[config.mk]
export PLATFORM = sky130hd
export DESIGN_NAME = kernel_packet_mailbox_csr
export DESIGN_NICKNAME = d
export VERILOG_FILES = /design/src/hw/rtl/kpm_pkg.sv /design/src/hw/rtl/kpm_queue_mem.sv /design/src/hw/rtl/kernel_packet_mailbox_csr.sv
export SDC_FILE = /design/constraint.sdc
export NUM_CORES = 2
export LEC_CHECK = 0
export BUFFER_PORTS_ARGS = -buffer_cell sky130_fd_sc_hd__buf_2
export CAP_MARGIN = 20
export CORE_UTILIZATION = 40
export DETAILED_ROUTE_END_ITERATION = 10
export GPL_TIMING_DRIVEN = 0
export SKIP_LAST_GASP = 1
export SYNTH_ARGS = -nofsm -noshare
export SYNTH_HDL_FRONTEND = slang
export SYNTH_SLANG_ARGS = --single-unit
[constraint.sdc]
create_clock -name clk -period 12.43 [get_ports clk]
set_input_delay 2.486 -clock clk [delete_from_list [all_inputs] [get_ports clk]]
set_output_delay 2.486 -clock clk [all_outputs]
set_load 0.01 [all_outputs]
[src/hw/rtl/kpm_pkg.sv]
// shared constants for the kernel packet mailbox: ops, sizes, status codes, csr word map
package kpm_pkg;

    localparam int DATA_W  = 64;
    localparam int ADDR_W  = 8;
    localparam int WORD_W  = 5;
    localparam int DELAY_W = 5;
    localparam int LIMIT_W = 5;
    localparam int DRAW_VALUES = 2 ** DELAY_W;

    // csr words that hold storage
    localparam int CSR_STORED = 11;
    localparam int CSR_IDX_W  = 4;

    localparam logic [1:0] OP_TICK  = 2'd0;
    localparam logic [1:0] OP_READ  = 2'd1;
    localparam logic [1:0] OP_WRITE = 2'd2;

    localparam logic [1:0] SIZE_BYTE = 2'd0;
    localparam logic [1:0] SIZE_WORD = 2'd1;

    localparam logic [2:0] ST_OK        = 3'd0;
    localparam logic [2:0] ST_UNMAPPED  = 3'd1;
    localparam logic [2:0] ST_BAD_SIZE  = 3'd2;
    localparam logic [2:0] ST_READ_SIDE = 3'd3;
    localparam logic [2:0] ST_ENQ_REFUSED = 3'd4;
    localparam logic [2:0] ST_DEQ_REFUSED = 3'd5;

    localparam logic [WORD_W-1:0] W_ENQ_VALID  = 5'd0;
    localparam logic [WORD_W-1:0] W_ENQ_PC     = 5'd1;
    localparam logic [WORD_W-1:0] W_ENQ_INFO   = 5'd2;
    localparam logic [WORD_W-1:0] W_ENQ_GROUP  = 5'd3;
    localparam logic [WORD_W-1:0] W_DEQ_VALID  = 5'd4;
    localparam logic [WORD_W-1:0] W_DEQ_STATUS = 5'd5;
    localparam logic [WORD_W-1:0] W_DEQ_PC     = 5'd6;
    localparam logic [WORD_W-1:0] W_DEQ_INFO   = 5'd7;
    localparam logic [WORD_W-1:0] W_DEQ_MTVAL  = 5'd10;

    localparam logic CFG_QUEUE_LIMIT  = 1'b0;
    localparam logic CFG_DELAY_ENABLE = 1'b1;

    localparam logic [LIMIT_W-1:0] LIMIT_RESET = 5'd16;

endpackage

[src/hw/rtl/kpm_queue_mem.sv]
// packet queue storage: pc, info pointer and delay memories with registered read
module kpm_queue_mem #(
    parameter int DEPTH = 16,
    parameter int PTR_W = 4
) (
    input  logic                        clk,
    input  logic                        push_en,
    input  logic [PTR_W-1:0]            push_addr,
    input  logic [kpm_pkg::DATA_W-1:0]  push_pc,
    input  logic [kpm_pkg::DATA_W-1:0]  push_info,
    input  logic [kpm_pkg::DELAY_W-1:0] push_delay,
    input  logic                        dly_wr_en,
    input  logic [PTR_W-1:0]            dly_wr_addr,
    input  logic [kpm_pkg::DELAY_W-1:0] dly_wr_data,
    input  logic                        rd_en,
    input  logic [PTR_W-1:0]            rd_addr,
    output logic [kpm_pkg::DATA_W-1:0]  rd_pc,
    output logic [kpm_pkg::DATA_W-1:0]  rd_info,
    output logic [kpm_pkg::DELAY_W-1:0] rd_delay
);
    import kpm_pkg::*;

    logic [DATA_W-1:0]  pc_mem    [DEPTH];
    logic [DATA_W-1:0]  info_mem  [DEPTH];
    logic [DELAY_W-1:0] delay_mem [DEPTH];

    logic [PTR_W-1:0]   dly_addr;
    logic [DELAY_W-1:0] dly_data;

    // enqueue and head writeback never fall in the same cycle
    assign dly_addr = push_en ? push_addr  : dly_wr_addr;
    assign dly_data = push_en ? push_delay : dly_wr_data;

    always_ff @(posedge clk)
    begin
        if (push_en)
        begin
            pc_mem[push_addr]   <= push_pc;
            info_mem[push_addr] <= push_info;
        end
        if (push_en || dly_wr_en)
        begin
            delay_mem[dly_addr] <= dly_data;
        end
    end

    always_ff @(posedge clk)
    begin
        if (rd_en)
        begin
            rd_pc    <= pc_mem[rd_addr];
            rd_info  <= info_mem[rd_addr];
            rd_delay <= delay_mem[rd_addr];
        end
    end

endmodule

[src/hw/rtl/kernel_packet_mailbox_csr.sv]
// kernel packet mailbox: csr window over a launch packet queue
//
//  channel  | direction | tdata / data                               | tuser
//  s_*      | in        | addr[7:0] size[9:8] wdata[73:10] draw[78:74] | op[1:0]
//  m_*      | out       | read_data[63:0]                            | status[2:0]
//  cfg_*    | in        | cfg_wdata: limit[4:0] or delay enable[0]   | -
//
// a read or write result is registered in the cycle after accept; a tick first
// reads the head entry of the queue memory, a registered read, then registers its result.
// a new word is taken while a result waits, as long as the output register
// frees up in the same cycle; m_tready low holds the result and stalls input.
// reset clears the csr words, pointers and count; queue entries are not cleared.
module kernel_packet_mailbox_csr #(
    parameter int QUEUE_DEPTH = 16,
    parameter int CSR_COUNT   = 11,
    parameter int DELAY_RANGE = 32
) (
    input  logic                        clk,
    input  logic                        rst_n,
    input  logic                        s_tvalid,
    output logic                        s_tready,
    input  logic [79:0]                 s_tdata,   // byte_address, access_size, write_data, delay_draw
    input  logic [1:0]                  s_tuser,   // op
    output logic                        m_tvalid,
    input  logic                        m_tready,
    output logic [kpm_pkg::DATA_W-1:0]  m_tdata,   // read_data
    output logic [2:0]                  m_tuser,   // status
    input  logic                        cfg_we,
    input  logic                        cfg_addr,
    input  logic [kpm_pkg::LIMIT_W-1:0] cfg_wdata
);
    import kpm_pkg::*;

    localparam int PTR_W = (QUEUE_DEPTH > 1) ? $clog2(QUEUE_DEPTH) : 1;
    localparam int CNT_W = $clog2(QUEUE_DEPTH + 1);
    localparam int CMP_W = (CNT_W > LIMIT_W) ? CNT_W : LIMIT_W;

    typedef enum logic { S_IDLE, S_TICK } state_t;

    state_t             state_reg, state_next;
    logic [DATA_W-1:0]  csr_reg  [CSR_STORED];
    logic [DATA_W-1:0]  csr_next [CSR_STORED];
    logic [PTR_W-1:0]   head_reg, head_next;
    logic [PTR_W-1:0]   tail_reg, tail_next;
    logic [CNT_W-1:0]   count_reg, count_next;
    logic [LIMIT_W-1:0] limit_reg;
    logic               dly_en_reg;
    logic               out_valid_reg, out_valid_next;
    logic [DATA_W-1:0]  out_data_reg, out_data_next;
    logic [2:0]         out_status_reg, out_status_next;

    logic [ADDR_W-1:0]  in_addr;
    logic [1:0]         in_size;
    logic [DATA_W-1:0]  in_wdata;
    logic [DELAY_W-1:0] in_draw;
    logic [WORD_W-1:0]  word;
    logic [CSR_IDX_W-1:0] word_idx;
    logic               in_acc;
    logic [DATA_W-1:0]  csr_rd;

    logic               push_en;
    logic [DELAY_W-1:0] push_delay;
    logic               dly_wr_en;
    logic [DELAY_W-1:0] dly_wr_data;
    logic               rd_en;
    logic [DATA_W-1:0]  rd_pc;
    logic [DATA_W-1:0]  rd_info;
    logic [DELAY_W-1:0] rd_delay;

    logic [DELAY_W-1:0] draw_mod [DRAW_VALUES];

    // draw modulo the delay range, worked out at elaboration
    for (genvar g = 0; g < DRAW_VALUES; g++)
    begin : g_draw_mod
        assign draw_mod[g] = DELAY_W'(g % DELAY_RANGE);
    end

    assign in_addr  = s_tdata[7:0];
    assign in_size  = s_tdata[9:8];
    assign in_wdata = s_tdata[73:10];
    assign in_draw  = s_tdata[78:74];
    assign word     = in_addr[7:3];
    assign word_idx = word[CSR_IDX_W-1:0];

    assign s_tready = (state_reg == S_IDLE) && (!out_valid_reg || m_tready);
    assign in_acc   = s_tvalid && s_tready;
    assign m_tvalid = out_valid_reg;
    assign m_tdata  = out_data_reg;
    assign m_tuser  = out_status_reg;

    // words past the stored ones read as zero
    assign csr_rd     = (word < WORD_W'(CSR_STORED)) ? csr_reg[word_idx] : '0;
    assign push_delay = dly_en_reg ? draw_mod[in_draw] : '0;
    assign dly_wr_data = rd_delay - 1'b1;

    kpm_queue_mem #(
        .DEPTH (QUEUE_DEPTH),
        .PTR_W (PTR_W)
    ) u_queue (
        .clk         (clk),
        .push_en     (push_en),
        .push_addr   (tail_reg),
        .push_pc     (csr_reg[W_ENQ_PC[CSR_IDX_W-1:0]]),
        .push_info   (csr_reg[W_ENQ_INFO[CSR_IDX_W-1:0]]),
        .push_delay  (push_delay),
        .dly_wr_en   (dly_wr_en),
        .dly_wr_addr (head_reg),
        .dly_wr_data (dly_wr_data),
        .rd_en       (rd_en),
        .rd_addr     (head_reg),
        .rd_pc       (rd_pc),
        .rd_info     (rd_info),
        .rd_delay    (rd_delay)
    );

    always_comb
    begin
        state_next      = state_reg;
        csr_next        = csr_reg;
        head_next       = head_reg;
        tail_next       = tail_reg;
        count_next      = count_reg;
        out_valid_next  = out_valid_reg && !m_tready;
        out_data_next   = out_data_reg;
        out_status_next = out_status_reg;
        push_en         = 1'b0;
        dly_wr_en       = 1'b0;
        rd_en           = 1'b0;

        case (state_reg)
            S_IDLE:
            begin
                if (in_acc)
                begin
                    out_data_next   = '0;
                    out_status_next = ST_OK;
                    if (s_tuser == OP_TICK)
                    begin
                        rd_en      = 1'b1;
                        state_next = S_TICK;
                    end
                    else
                    begin
                        out_valid_next = 1'b1;
                        if (s_tuser != OP_READ && s_tuser != OP_WRITE)
                        begin
                            out_status_next = ST_UNMAPPED;
                        end
                        else if ({1'b0, word} >= (WORD_W + 1)'(CSR_COUNT))
                        begin
                            out_status_next = ST_UNMAPPED;
                        end
                        else if (s_tuser == OP_READ)
                        begin
                            if (in_size == SIZE_BYTE)
                            begin
                                out_data_next = DATA_W'(csr_rd[{in_addr[2:0], 3'b000} +: 8]);
                            end
                            else if (in_size == SIZE_WORD)
                            begin
                                out_data_next = csr_rd;
                            end
                            else
                            begin
                                out_status_next = ST_BAD_SIZE;
                            end
                        end
                        else if (word == W_ENQ_VALID)
                        begin
                            if (csr_reg[W_ENQ_VALID[CSR_IDX_W-1:0]] != '0
                                || count_reg == CNT_W'(QUEUE_DEPTH))
                            begin
                                out_status_next = ST_ENQ_REFUSED;
                            end
                            else
                            begin
                                push_en    = 1'b1;
                                tail_next  = (tail_reg == PTR_W'(QUEUE_DEPTH - 1)) ?
                                             '0 : tail_reg + 1'b1;
                                count_next = count_reg + 1'b1;
                            end
                        end
                        else if (word == W_DEQ_VALID)
                        begin
                            if (csr_reg[W_DEQ_VALID[CSR_IDX_W-1:0]] != DATA_W'(1)
                                || count_reg == '0)
                            begin
                                out_status_next = ST_DEQ_REFUSED;
                            end
                            else
                            begin
                                head_next  = (head_reg == PTR_W'(QUEUE_DEPTH - 1)) ?
                                             '0 : head_reg + 1'b1;
                                count_next = count_reg - 1'b1;
                            end
                        end
                        else if (word >= W_ENQ_PC && word <= W_ENQ_GROUP)
                        begin
                            csr_next[word_idx] = in_wdata;
                        end
                        else if (word >= W_DEQ_STATUS && word <= W_DEQ_MTVAL)
                        begin
                            csr_next[word_idx] = in_wdata;
                            out_status_next    = ST_READ_SIDE;
                        end
                    end
                end
            end
            S_TICK:
            begin
                out_valid_next = 1'b1;
                state_next     = S_IDLE;
                if (count_reg == '0)
                begin
                    csr_next[W_ENQ_VALID[CSR_IDX_W-1:0]] = '0;
                    csr_next[W_DEQ_VALID[CSR_IDX_W-1:0]] = '0;
                end
                else
                begin
                    csr_next[W_ENQ_VALID[CSR_IDX_W-1:0]] =
                        DATA_W'(CMP_W'(count_reg) == CMP_W'(limit_reg));
                    csr_next[W_DEQ_PC[CSR_IDX_W-1:0]]   = rd_pc;
                    csr_next[W_DEQ_INFO[CSR_IDX_W-1:0]] = rd_info;
                    if (rd_delay == '0)
                    begin
                        csr_next[W_DEQ_VALID[CSR_IDX_W-1:0]] = DATA_W'(1);
                    end
                    else
                    begin
                        // count the head delay down in place
                        dly_wr_en = 1'b1;
                        csr_next[W_DEQ_VALID[CSR_IDX_W-1:0]] = '0;
                    end
                end
            end
            default:
            begin
                state_next = S_IDLE;
            end
        endcase
    end

    always_ff @(posedge clk or negedge rst_n)
    begin
        if (!rst_n)
        begin
            state_reg      <= S_IDLE;
            for (int i = 0; i < CSR_STORED; i++)
            begin
                csr_reg[i] <= '0;
            end
            head_reg       <= '0;
            tail_reg       <= '0;
            count_reg      <= '0;
            limit_reg      <= LIMIT_RESET;
            dly_en_reg     <= 1'b1;
            out_valid_reg  <= 1'b0;
            out_data_reg   <= '0;
            out_status_reg <= ST_OK;
        end
        else
        begin
            state_reg      <= state_next;
            csr_reg        <= csr_next;
            head_reg       <= head_next;
            tail_reg       <= tail_next;
            count_reg      <= count_next;
            out_valid_reg  <= out_valid_next;
            out_data_reg   <= out_data_next;
            out_status_reg <= out_status_next;
            if (cfg_we)
            begin
                if (cfg_addr == CFG_QUEUE_LIMIT)
                begin
                    limit_reg <= cfg_wdata;
                end
                else
                begin
                    dly_en_reg <= cfg_wdata[0];
                end
            end
        end
    end

    a_count_bound: assert property (@(posedge clk) disable iff (!rst_n)
        count_reg <= CNT_W'(QUEUE_DEPTH))
        else $error("queue count beyond depth");

    a_empty_ptrs: assert property (@(posedge clk) disable iff (!rst_n)
        count_reg == '0 |-> head_reg == tail_reg)
        else $error("empty queue with head and tail apart");

    a_tick_result: assert property (@(posedge clk) disable iff (!rst_n)
        state_reg == S_TICK |=> out_valid_reg)
        else $error("tick gave no result");

    a_tick_no_accept: assert property (@(posedge clk) disable iff (!rst_n)
        state_reg == S_TICK |-> !push_en && !in_acc)
        else $error("input taken during head update");

endmodule
# After elaboration in Yosys (flattened, before gate mapping)
# Memories as Yosys holds them, arrays and structs flattened. A register that Yosys moved wholly into a read port is not among the register bits.
# Index checks and enable logic that the tools add are counted.
# word_totals
ram_bits	2128
mem_count	4
inputBits	93
mem_bits_ro	160
wordCells	176
regBits	792
out_inout_bits	69
# op_classes
bitwise_logic	12
n_lt_le_gt_ge	9
add_sub_neg	5
muxes	74
n_reduce_logical	30
shift	1
eq_ne	21
# memory_table
name	words	width	read_ports	rd_ports_with_merged_regs	wr	line_no	source
u_queue.info_mem	16	64	1	1	1	kpm_queue_mem.sv:24	logic [DATA_W-1:0] info_mem [DEPTH];
u_queue.pc_mem	16	64	1	1	1	kpm_queue_mem.sv:23	logic [DATA_W-1:0] pc_mem [DEPTH];
(name not given)	32	5	1	0	0	kernel_packet_mailbox_csr.sv:93	assign push_delay = dly_en_reg ? draw_mod[in_draw] : '0;
u_queue.delay_mem	16	5	1	1	1	kpm_queue_mem.sv:25	logic [DELAY_W-1:0] delay_mem [DEPTH];
# ops
cell	count
$mux 704	9
$bwmux 704	1
$mux 64	10
$bmux 64 s4	1
$demux 64 s4	1
$pmux 128 s2	1
$pmux 64 s2	2
$mux 128	1
$ne 64x1->1 const B	1
$reduce_bool 64->1	1
$shiftx 64x7->8	1
$mux 5	8
$reduce_and 9->1	4
$mux 3	8
$mux 1	23
$ne 2x2->1 const B	11
$reduce_and 8->1	2
$logic_not 5->1	3
$mux 4	3
$not 1->1	10
$sub 5x1->5 const B	2
$add 4x1->4 const B	2
$eq 4x4->1 const B	2
$mux 2	4
25 further kinds	41

# Longest topological paths before layout
# depth
word_depth	16
mapped_depth	11
mapped_depth_nobuf	9

# Cells and area by module
# A second synthesis with hierarchy kept.
# hier_totals
cells_unflattened	6552
hier_area_um2	121547.8
# by_module_without_submodules
module	instances	seq_area_each_um2	area_per_inst_um2	cells_each
kpm_queue_mem	1	67895.1	84223.3	3559
kernel_packet_mailbox_csr	1	19821.5	37324.5	2993

# Least setup slack after synthesis
# Ideal clock, no wire load.
# synth_timing
path_kind	input to register
from	input s_tdata[7]
to	memory u_queue.info_mem[3][0], enable pin
n_path_buf	4
slack_ps	-1199
path_stages	9
setup_ps	772
t_required_ps	11658
arrival_ps	12857
path_cell_list	buf_2 or4_1 clkbuf_1 a2111oi_0 and4_1 buf_2 buf_4 nand2_1 nor3_1
# synth_between
elab_chain_len	10
elab_cells_between_ends	11
classes_between	1 x order compare; 9 x mux; 1 x reduce/logical
# synth_lines
item	line_no	source
from (decl)	kernel_packet_mailbox_csr.sv:22	input logic [79:0] s_tdata,
parallel branches: the longest is 3 deep, another holds $ge 5x4->1	-	
$mux 1 (*)	kernel_packet_mailbox_csr.sv:149	else if ({1'b0, word} >= (WORD_W + 1)'(CSR_COUNT))
$mux 1 (*)	kernel_packet_mailbox_csr.sv:145	if (s_tuser != OP_READ && s_tuser != OP_WRITE)
$mux 1 (*)	kernel_packet_mailbox_csr.sv:137	if (s_tuser == OP_TICK)
$mux 1 (*)	kernel_packet_mailbox_csr.sv:133	if (in_acc)
$mux 1 (*)	kernel_packet_mailbox_csr.sv:130	case (state_reg)
$mux 1 (*)	kpm_queue_mem.sv:36	if (push_en)
$mux 1 (not written as such) (*)	kpm_queue_mem.sv:39	info_mem[push_addr] <= push_info;
to (decl)	kpm_queue_mem.sv:24	
# Mark *: on every way between the ends.

# Final worst setup path
# layout_timing
from	input s_tuser[0]
to	memory u_queue.info_mem[3][29], enable pin
# layout_between
elab_chain_len	9
elab_cells_between_ends	13
classes_between	3 x eq/ne; 8 x mux; 2 x reduce/logical
# layout_lines
item	line_no	source
from (decl)	kernel_packet_mailbox_csr.sv:23	input logic [1:0] s_tuser,
$eq 2x1->1	kernel_packet_mailbox_csr.sv:153	else if (s_tuser == OP_READ)
$mux 1	kernel_packet_mailbox_csr.sv:153	
$mux 1	kernel_packet_mailbox_csr.sv:149	
$mux 1	kernel_packet_mailbox_csr.sv:145	
$mux 1 (*)	kernel_packet_mailbox_csr.sv:137	
$mux 1 (*)	kernel_packet_mailbox_csr.sv:133	
$mux 1 (*)	kernel_packet_mailbox_csr.sv:130	
$mux 1 (*)	kpm_queue_mem.sv:36	
$mux 1 (not written as such) (*)	kpm_queue_mem.sv:39	
# Mark *: on every way between the ends. The rest lies on a longest branch, timed or not.

==> metrics.md <==
| Metric | Value |
|---|---|
| Antenna violations before repair | `49` |
| Peak VDD IR | `0.0000991 V` |
| Type of element capturing the critical path | `flop` |
| Die X | `551 µm` |
| Total count of max-transition violations in the final report | `0` |
| Final net count | `6861` |
| Required time at the endpoint of the critical path | `12.99 ns` |
| Number of nets still failing antenna checks after routing | `0` |
| Clock latency of the later-clocked register in the worst-skew pair | `0.89 ns` |
| Reported max-cap violation count | `0` |
| Count of unique library cells instantiated by Yosys | `71` |
| Cell breakdown of the critical path | `buf_2, ha_1, or4_1, nor3_1, and4_1, buf_2, buf_4, nand2_1, nor3_4, buf_16, buf_16, buf_8, buf_8, buf_16, buf_8, buf_16` |
| Average vias per placed instance | `6.00` |
| CTS tree | `done` |
| FFs w/ async S/R, synth | `25.9%` |
| Gate family responsible for the most delay along the worst path | `simple AND/OR/NAND/NOR gates` |
| RSZ-0062 raised after global routing | `false` |
| Number of gates resized after cts | `0` |
| Post-detail-place hpwl | `265000 µm` |
| Net count after synthesis | `6202` |
| Post-place instance area | `130000 µm²` |
| Level count of the clock H-tree | `5` |
| Worst slew slack as a fraction of its limit | `16.3%` |
| Number of enable-type register cells in the synthesized netlist | `2261` |
| Remaining design rule violation count | `0` |
| Number of violations reported at the end of detailed-routing iteration 0 | `8428` |
| Routed wire per std cell | `35.0 µm` |
| Final cycle utilization of the critical path | `51.7%` |
| Slew at the pin closest to its max-slew limit | `1.26 ns` |
| Die Area | `304000 µm²` |
| Number of fill cells in the layout | `25000` |
| Setup Crit Path Kind | `in2reg` |
| Post-synthesis register bit count | `3053` |
| Number of endpoints failing setup at the final stage | `0` |
| Slowest cell on the critical path | `sky130_fd_sc_hd__or4_1` |
| Syn Std Cell Area | `121000 µm²` |
| Tot Pwr | `0.0219 W` |
| Via count of the first global-routing pass | `66500` |
| Part of the Yosys area used for sequential elements | `72.7%` |
| Die Y | `551 µm` |
| Post-CTS Setup Bufs | `0` |
| Final WL | `385000 µm` |
| Global-route wire length before repair | `532000 µm` |
| Worst min-delay path category | `reg2reg` |
| Crit path arrival time | `6.99 ns` |
| Yosys warnings | `0` |
| CTS Hold Bufs | `0` |
| Post-route cell area | `140000 µm²` |
| Commonest cells after routing, fill and taps aside | `sky130_fd_sc_hd__edfxtp_1, sky130_fd_sc_hd__dfrtp_1, sky130_fd_sc_hd__mux4_2` |
| Depth of the worst hold-timing path | `2` |
| Commonest non-fill, non-tap cell in the layout | `sky130_fd_sc_hd__edfxtp_1` |
| Largest fanout on the critical path | `15` |
| Core Box Area | `300000 µm²` |
| Status | `completed` |
| PD cells | `156 nW/µm²` |
| CP most frequent cell | `sky130_fd_sc_hd__buf_16` |
| Number of port buffers | `159` |
| Area growth syn-to-layout | `16.5%` |
| Clock tree sinks | `3053` |
| Residual overflow from global routing | `0` |
| Register-to-Register Path Depth | `15` |
| Max Clk Rate | `0.156 GHz` |
| Number of buffers created by CTS | `328` |
| Num rows | `201` |
| Pin count of the biggest net entering global routing | `120` |
| RD Place Congestion | `0.958` |
| Stage delay of the slowest cell on the critical path | `0.74 ns` |
| Router iterations before antenna repair | `6` |
| Routed vias | `66100` |
| Final period demand of the worst path | `6.43 ns` |
| Crit path launch type | `input port` |
| Total Routing Usage GR | `25.4%` |
| Mean post-synth cell area | `19.8 µm²` |
| Leakage power | `50.2 nW` |
| Flip-flop cell with the highest count after synthesis | `sky130_fd_sc_hd__edfxtp_1` |
| Footprint of the multi-input gates | `31200 µm²` |
| Max Buffers Root-to-Sink | `4` |
| Share of layout cells above drive strength 1 | `29.4%` |
| Starting Density | `40.2%` |
| Sum of buffers and inverters on the critical path | `10` |
| Number of cells on the critical path | `16` |
| Clock-pin slew reported for the worst setup and hold paths after clock tree synthesis | `0.06 ns` |
| Root buffer selected by CTS | `sky130_fd_sc_hd__clkbuf_16` |
| Final Skew | `0.0578 ns` |
| Synthesized netlist cell count | `6097` |
| Final Hold Violating Endpoints | `0` |
| Number of top-level pins | `162` |
| Register Area | `87700 µm²` |
[final cells by class]
type,count,area share (%)
antenna,21,0.0374
buffer,365,1.15
clock buffer,457,6.53
clock inverter,141,0.909
inverter,67,0.179
multi-input combinational,2612,22.2
sequential,3053,62.4
tap,3958,3.52
timing repair buffer,329,3.04
[kinds of logic (layout without fill, tap and decap cells)]
logic type | after synthesis | count (layout) | share of synthesized area [%]
XOR/XNOR | 15 | 15 | 0.109
AND/OR/NAND/NOR | 712 | 712 | 2.92
flip-flops | 3053 | 3053 | 72.7
buffers and inverters | 432 | 1359 | 1.52
other | 0 | 21 | 0
multiplexers | 1358 | 1358 | 19.5
adder cells (fa/ha/maj) | 12 | 12 | 0.131
AO/OA/AOI/OAI | 515 | 515 | 3.10
[cells in the mapped netlist, types with 4 or more instances]
master / number / area share, %
sky130_fd_sc_hd__edfxtp_1: 2261 / 56
sky130_fd_sc_hd__dfrtp_1: 790 / 16
sky130_fd_sc_hd__mux4_2: 746 / 14
sky130_fd_sc_hd__mux2_2: 386 / 3.6
sky130_fd_sc_hd__nand2_1: 349 / 1.1
sky130_fd_sc_hd__clkbuf_1: 214 / 0.67
sky130_fd_sc_hd__a22oi_1: 172 / 1.1
sky130_fd_sc_hd__nor2b_1: 154 / 0.80
sky130_fd_sc_hd__mux2i_1: 153 / 1.3
sky130_fd_sc_hd__o21ai_0: 80 / 0.33
sky130_fd_sc_hd__mux2_1: 73 / 0.68
sky130_fd_sc_hd__buf_1: 72 / 0.22
sky130_fd_sc_hd__inv_1: 67 / 0.21
sky130_fd_sc_hd__o221ai_1: 51 / 0.37
sky130_fd_sc_hd__buf_2: 50 / 0.21
sky130_fd_sc_hd__nor2_1: 50 / 0.16
sky130_fd_sc_hd__a21oi_1: 38 / 0.16
sky130_fd_sc_hd__nor4_1: 36 / 0.19
sky130_fd_sc_hd__o22ai_1: 24 / 0.12
sky130_fd_sc_hd__nand3_1: 23 / 0.095
sky130_fd_sc_hd__and3_1: 21 / 0.11
sky130_fd_sc_hd__o211ai_1: 18 / 0.11
sky130_fd_sc_hd__buf_4: 17 / 0.11
sky130_fd_sc_hd__a211oi_1: 16 / 0.10
sky130_fd_sc_hd__a32oi_1: 15 / 0.11
sky130_fd_sc_hd__a22o_1: 14 / 0.10
sky130_fd_sc_hd__a2bb2oi_1: 13 / 0.094
sky130_fd_sc_hd__buf_6: 12 / 0.11
sky130_fd_sc_hd__nor3_1: 12 / 0.050
sky130_fd_sc_hd__o21a_1: 12 / 0.075
sky130_fd_sc_hd__a221o_1: 11 / 0.091
sky130_fd_sc_hd__ha_1: 11 / 0.11
sky130_fd_sc_hd__xnor2_1: 11 / 0.080
sky130_fd_sc_hd__nand4_1: 10 / 0.052
sky130_fd_sc_hd__or2_2: 10 / 0.052
sky130_fd_sc_hd__a221oi_1: 9 / 0.065
sky130_fd_sc_hd__nand2b_1: 9 / 0.047
sky130_fd_sc_hd__a31oi_1: 8 / 0.041
sky130_fd_sc_hd__and2_1: 7 / 0.036
sky130_fd_sc_hd__a21o_1: 4 / 0.025
sky130_fd_sc_hd__nand3b_1: 4 / 0.025
sky130_fd_sc_hd__o221a_2: 4 / 0.037
sky130_fd_sc_hd__o31ai_1: 4 / 0.025
sky130_fd_sc_hd__or4_1: 4 / 0.025
sky130_fd_sc_hd__xor2_1: 4 / 0.029
[final timing paths]
kind / to / start / slack, ns
hold reg to reg: csr_reg[256] / csr_reg[256] / 0.48
max in group asynchronous: csr_reg[559] / rst_n / 8.31
min in group asynchronous: csr_reg[539] / rst_n / 1.49
setup / recovery: u_queue.info_mem[3][29] / s_tuser[0] / 6.00
hold / removal: csr_reg[256] / csr_reg[256] / 0.48
setup reg to reg: u_queue.info_mem[3][29] / csr_reg[700] / 7.02
[worst reg2reg max path, stage by stage, from the launching register on]
cell and delay (ns):
sky130_fd_sc_hd__dfrtp_1 0.42, sky130_fd_sc_hd__nor4_1 0.78, sky130_fd_sc_hd__nand4_1 0.21, sky130_fd_sc_hd__a2111oi_0 0.56, sky130_fd_sc_hd__and4_1 0.63, sky130_fd_sc_hd__buf_2 0.31
sky130_fd_sc_hd__buf_4 0.21, sky130_fd_sc_hd__nand2_1 0.13, sky130_fd_sc_hd__nor3_4 0.55, sky130_fd_sc_hd__buf_16 0.24, sky130_fd_sc_hd__buf_16 0.18, sky130_fd_sc_hd__buf_8 0.16
sky130_fd_sc_hd__buf_8 0.16, sky130_fd_sc_hd__buf_16 0.17, sky130_fd_sc_hd__buf_8 0.17, sky130_fd_sc_hd__buf_16 0.18
[metrics by stage]
step	hold slack [ns]	TNS (ns)	utilization, %	cells	setup slack (ns)
final	0.475	0	46.9	11000	6.00
after global routing	0.483	0	46.9	11000	5.74
after CTS	0.474	0	46.8	11000	6.03
after detailed placement	0.459	0	43.3	10400	5.14
after global placement	0.460	-9054.51	42.2	10200	-8.33
after floorplan	0.441	0	-	6097	2.74
[power by group]
part / internal, W / switching (W) / leakage (nW)
registers: 0.0112 / 0.000311 / 31.8
logic: 0.000287 / 0.000507 / 13.3
clock network: 0.00551 / 0.00404 / 5.09
total: 0.0170 / 0.00486 / 50.2
[routing by layer]
metal	global-route usage (%)	wire length, µm	vias up
li1	-	-	26100
met1	34.5	153000	36000
met2	39.7	181000	3262
met3	4.78	31500	723
met4	11.4	19200	4
met5	0	33	-
Note: power is estimated with default switching activity, not from simulation.
